`src/rtl/core/tsw_pkg.sv`:
```
// ----------------------------------------------------------------------------
// tsw_pkg
// Shared constants, step codes and controller/datapath command types.
// ----------------------------------------------------------------------------
package tsw_pkg;

  localparam int MAX_ROW_LEN_DEF = 1024;
  localparam int COORD_BITS_DEF  = 16;

  localparam int ROW_LEN_W  = 11;
  localparam int COS_W      = 16;
  localparam int SQ_W       = 10;
  localparam int CFG_ADDR_W = 3;
  localparam int APB_DATA_W = 32;
  // cos is Q1.15, so the squared threshold carries 30 fraction bits
  localparam int COS_FRAC2  = 30;

  localparam logic [ROW_LEN_W-1:0]    ROW_LEN_RST = 11'd256;
  localparam logic signed [COS_W-1:0] COS_RST     = 16'sd23170;

  // register indexes
  localparam logic CFG_ROW_LEN = 1'b0;
  localparam logic CFG_COS     = 1'b1;

  typedef enum logic [4:0] {
    ST_NX0, ST_NX1, ST_NY0, ST_NY1, ST_NZ0, ST_NZ1, ST_NSAVE,
    ST_SQY0, ST_SQY1, ST_SQX0, ST_SQX1, ST_SQZ0, ST_SQZ1,
    ST_CSQ, ST_CSAVE, ST_R0, ST_R1, ST_R2, ST_R3, ST_EVAL
  } tsw_step_t;

  typedef struct packed {
    logic      accept;
    logic      fetch;
    logic      run;
    tsw_step_t step;
    logic      tri_sel;
    logic      res_load;
  } tsw_cmd_t;

  typedef struct packed {
    logic square;
  } tsw_stat_t;

  function automatic int max_int(input int a, input int b);
    return (a > b) ? a : b;
  endfunction

endpackage

```
`src/rtl/core/tsw_ctrl.sv`:
```
// ----------------------------------------------------------------------------
// tsw_ctrl
// Sequencer: accepts a vertex, waits for the line buffer read, steps the
// shared multiply-accumulate through both triangles and hands off the result.
// ----------------------------------------------------------------------------
module tsw_ctrl import tsw_pkg::*; (
  input  logic      clk,
  input  logic      rst,
  input  logic      in_valid,
  output logic      in_ready,
  output logic      out_valid,
  input  logic      out_ready,
  input  tsw_stat_t stat,
  output tsw_cmd_t  cmd
);

  typedef enum logic [1:0] {S_IDLE, S_FETCH, S_RUN, S_DONE} state_t;

  state_t    state;
  tsw_step_t step;
  logic      tri_sel;
  logic      slot_free;

  assign slot_free = !out_valid || out_ready;

  always_comb begin
    in_ready     = (state == S_IDLE);
    cmd.accept   = in_ready && in_valid;
    cmd.fetch    = (state == S_FETCH);
    cmd.run      = (state == S_RUN);
    cmd.step     = step;
    cmd.tri_sel  = tri_sel;
    cmd.res_load = (state == S_DONE) && slot_free;
  end

  always_ff @(posedge clk) begin
    if (rst) begin
      state     <= S_IDLE;
      step      <= ST_NX0;
      tri_sel   <= 1'b0;
      out_valid <= 1'b0;
    end else begin
      // raise on hand-off, drop once the sink takes the transfer
      if (cmd.res_load)                out_valid <= 1'b1;
      else if (out_valid && out_ready) out_valid <= 1'b0;
      unique case (state)
        S_IDLE: begin
          if (cmd.accept) state <= S_FETCH;
        end
        S_FETCH: begin
          step    <= ST_NX0;
          tri_sel <= 1'b0;
          state   <= stat.square ? S_RUN : S_IDLE;
        end
        S_RUN: begin
          if (step == ST_EVAL) begin
            step    <= ST_NX0;
            tri_sel <= 1'b1;
            if (tri_sel) state <= S_DONE;
          end else begin
            step <= tsw_step_t'(step + 5'd1);
          end
        end
        S_DONE: begin
          if (slot_free) state <= S_IDLE;
        end
      endcase
    end
  end

endmodule

```
`config.mk`:
```
export PLATFORM = sky130hd
export DESIGN_NAME = tsw_ctrl
export DESIGN_NICKNAME = d
export VERILOG_FILES = /design/src/rtl/core/tsw_pkg.sv /design/src/rtl/core/tsw_ctrl.sv
export SDC_FILE = /design/constraint.sdc
export NUM_CORES = 1
export LEC_CHECK = 0
export BUFFER_PORTS_ARGS = -buffer_cell sky130_fd_sc_hd__buf_2
export CORE_MARGIN = 2
export CORE_UTILIZATION = 30
export CTS_BUF_LIST = sky130_fd_sc_hd__clkbuf_4 sky130_fd_sc_hd__clkbuf_8
export CTS_CLUSTER_SIZE = 20
export DETAILED_ROUTE_END_ITERATION = 7
export SLEW_MARGIN = 15
export SYNTH_ARGS = -nofsm -noshare
export SYNTH_HDL_FRONTEND = slang
export SYNTH_SLANG_ARGS = --single-unit
```
`constraint.sdc`:
```
create_clock -name clk -period 2 [get_ports clk]
set_input_delay 0.2 -clock clk [delete_from_list [all_inputs] [get_ports clk]]
set_output_delay 0.2 -clock clk [all_outputs]
set_load 0.02 [all_outputs]
```
==> flow_summary.toml <==
[logic_synthesis]
yosys-top-cells-count = "9 x dfxtp_1, 7 x inv_1, 7 x nor2_1"
synth_top_area_share = 0.3243
yosys.cell_count.top_type = "dfxtp_1"
number_of_instances_in_the_synthesized_netlist = 66
yosysUniqueCellTypes = 27
synth-edff-count = 0
ys_top_cells_by_area = "dfxtp_1 32%, ha_1 14%, a21oi_1 5.4%"
ys_async_sr_fraction = 0
ys.flop_type = "dfxtp_1"
postSynthNetCount = 77
postSynthRegisterBits = 9
synthesis.area_per_instance_um2 = 8.417
synth_seq_area_share = 0.3243
total_of_warnings_raised_by_yosys = 0
synth_top_cell_by_area = "dfxtp_1"
syn-cell-area_um2 = 555.5

[pwr]
power.leakage_nw = 0.2989
power-per-cell-area_nw_per_um2 = 634.6
worst_vdd_rail_ir_drop_uv = 312.7

[clocking]
clkTransAtPathRegs_ns = 0.06
clock-sinks = 9
cts_tree = "built"
post_cts.resized_instances = 0
ctsHtreeMaxLevel = 1
clk_root_buffer_cell = "clkbuf_4"
numCtsBuffers = 3
cts_hold_buffers = 0
clock_tree.buffer_depth = 2
post_cts_repair_timing_setup_buffer_count = 0
clock_latency_ns = 0.26

[sta]
fin_ws_ns = 0.2237
unrepaired_setup_endpoints_after_global_routing = "no"
finClkSkew_ns = 0.002366
fin_crit_ns = 1.776
final_hold_viol_count = 0
tightestPinTransition_ns = 0.5306
min_period_over_period = 0.8881
max_clock_freq_ghz = 0.5630
setup-violations-final = 0
fin_setup_tns_ns = 0
slew_violations = 0
relSlewSlack = 0.6463

[run_status]
run_status = "finished clean"

[grt]
global_route.usage.total = 0.1356
grt_antenna_before_repair = 0
grt_max_degree = 11
first_global_vias = 473
grt_pass1_wl_mm = 2.001
grt_overflow = 0

[floorplanning]
num_io_pins = 17
core_footprint_um2 = 1727
dieHeight_um = 47.03
placement_rows = 15
dieArea_um2 = 2212
fp.dieW_um = 47.03
initial_utilization = 0.3217

[flow_run]
cap_violations = 0

[critical_path]
worstPathRequired_ns = 2.19
worst_ep_arrival_time_ns = 1.97
end_kind = "flop"
worstPathMaxFanout = 8
critical_path.startpoint_type = "flop"
critical_path_class = "flop to flop"

[routing]
total_iterations_of_the_first_detailed_routing_run = 4
total_number_of_vias = 512
routed_via_density = 4.697
routedWlPerCell_um = 11.24
antenna_left = 0
drt_drc_violations_left = 0
drt-total-wl_mm = 1.225
initialDrtViolationCount = 10

[placed_design]
count_of_input_and_output_buffers = 16
finalWeightedCongestion = 0.8183
detailedPlace.worstSlack_ns = 0.2570
place.detailed.hpwl_um = 917.2

[finish]
layout-area-overhead-vs-synth_pct = 22.07
ratio_of_cells_with_drive_above_1_in_the_final_layout = 0.3214
final_core_utilization = 0.3928
nets = 96
antenna_cells = 0

[min_path]
worstHoldPathType = "input port to flop"
## through the flow
step | cell area (um^2) | cells | hold WS (ns) | total power [mW]
after CTS | 678.2 | 109 | 0.2254 | 0.4377
after floorplan | 555.5 | 66 | 0.4166 | 0.2595
final | 678.2 | 109 | 0.2437 | 0.4303
after global placement | 648.1 | 105 | 0.4974 | 0.2806
after detailed placement | 648.1 | 105 | 0.4933 | 0.2817
after global routing | 678.2 | 109 | 0.2470 | 0.4533
## cells by family (layout without fill, tap and decap cells)
family                     count (synthesis)  in the layout  share of synthesized area
and+or+nand+nor                           25             25                     0.2568
AOI/OAI and AO/OA                         15             15                     0.1689
buffers and inverters                     10             28                    0.09459
adders and majority gates                  6              6                     0.1351
DFF                                        9              9                     0.3243
muxes                                      1              1                    0.02027
## power breakdown
group / switching, mW / internal (mW)
combinational: 0.0547 / 0.0341
sequential: 0.00619 / 0.184
clock: 0.0610 / 0.0903
## layout make-up
| cell class | count | area, um^2 |
|---|---|---|
| inverter | 7 | 26.28 |
| fill | 199 | 1049 |
| multi-input combinational | 47 | 322.8 |
| tap | 25 | 31.28 |
| clock buffer | 4 | 30.03 |
| sequential | 9 | 180.2 |
| timing repair buffer | 17 | 87.58 |
## critical path: stages, from the launching register on
cell and delay, ns:
dfxtp_1 0.41, inv_1 0.12, ha_1 0.43, nand3_1 0.15, or3b_2 0.48, a21oi_1 0.12
## metal layers
metal  vias up  track usage  share of wire
met5         -            0              0
met4         0      0.05000         0.0098
met3         2      0.06923          0.046
met2         8       0.2301           0.51
met1       238       0.1439           0.44
li1        264            -              -
## path summary, 6_finish.rpt
path                            startpoint  slack [ns]  cells past startpoint       to
worst max-delay path              state[0]        0.22                      5  step[2]
worst min-delay path                   rst        0.24                      2  step[2]
worst max register to register    state[0]        0.22                      5  step[2]
worst min register to register     step[1]        0.50                      2  step[1]
## cells in the final DEF, fill, tap and decap left out, types with 3 or more instances in the layout
master	synthesis	final
ha_1	6	6
o21ai_0	3	3
nand2_1	4	4
nor2_1	7	7
clkbuf_4	0	4
inv_1	7	7
nand3_1	4	4
dfxtp_1	9	9
buf_2	0	16
a21oi_1	6	6
No activity file was read; power rests on OpenSTA's default activity.
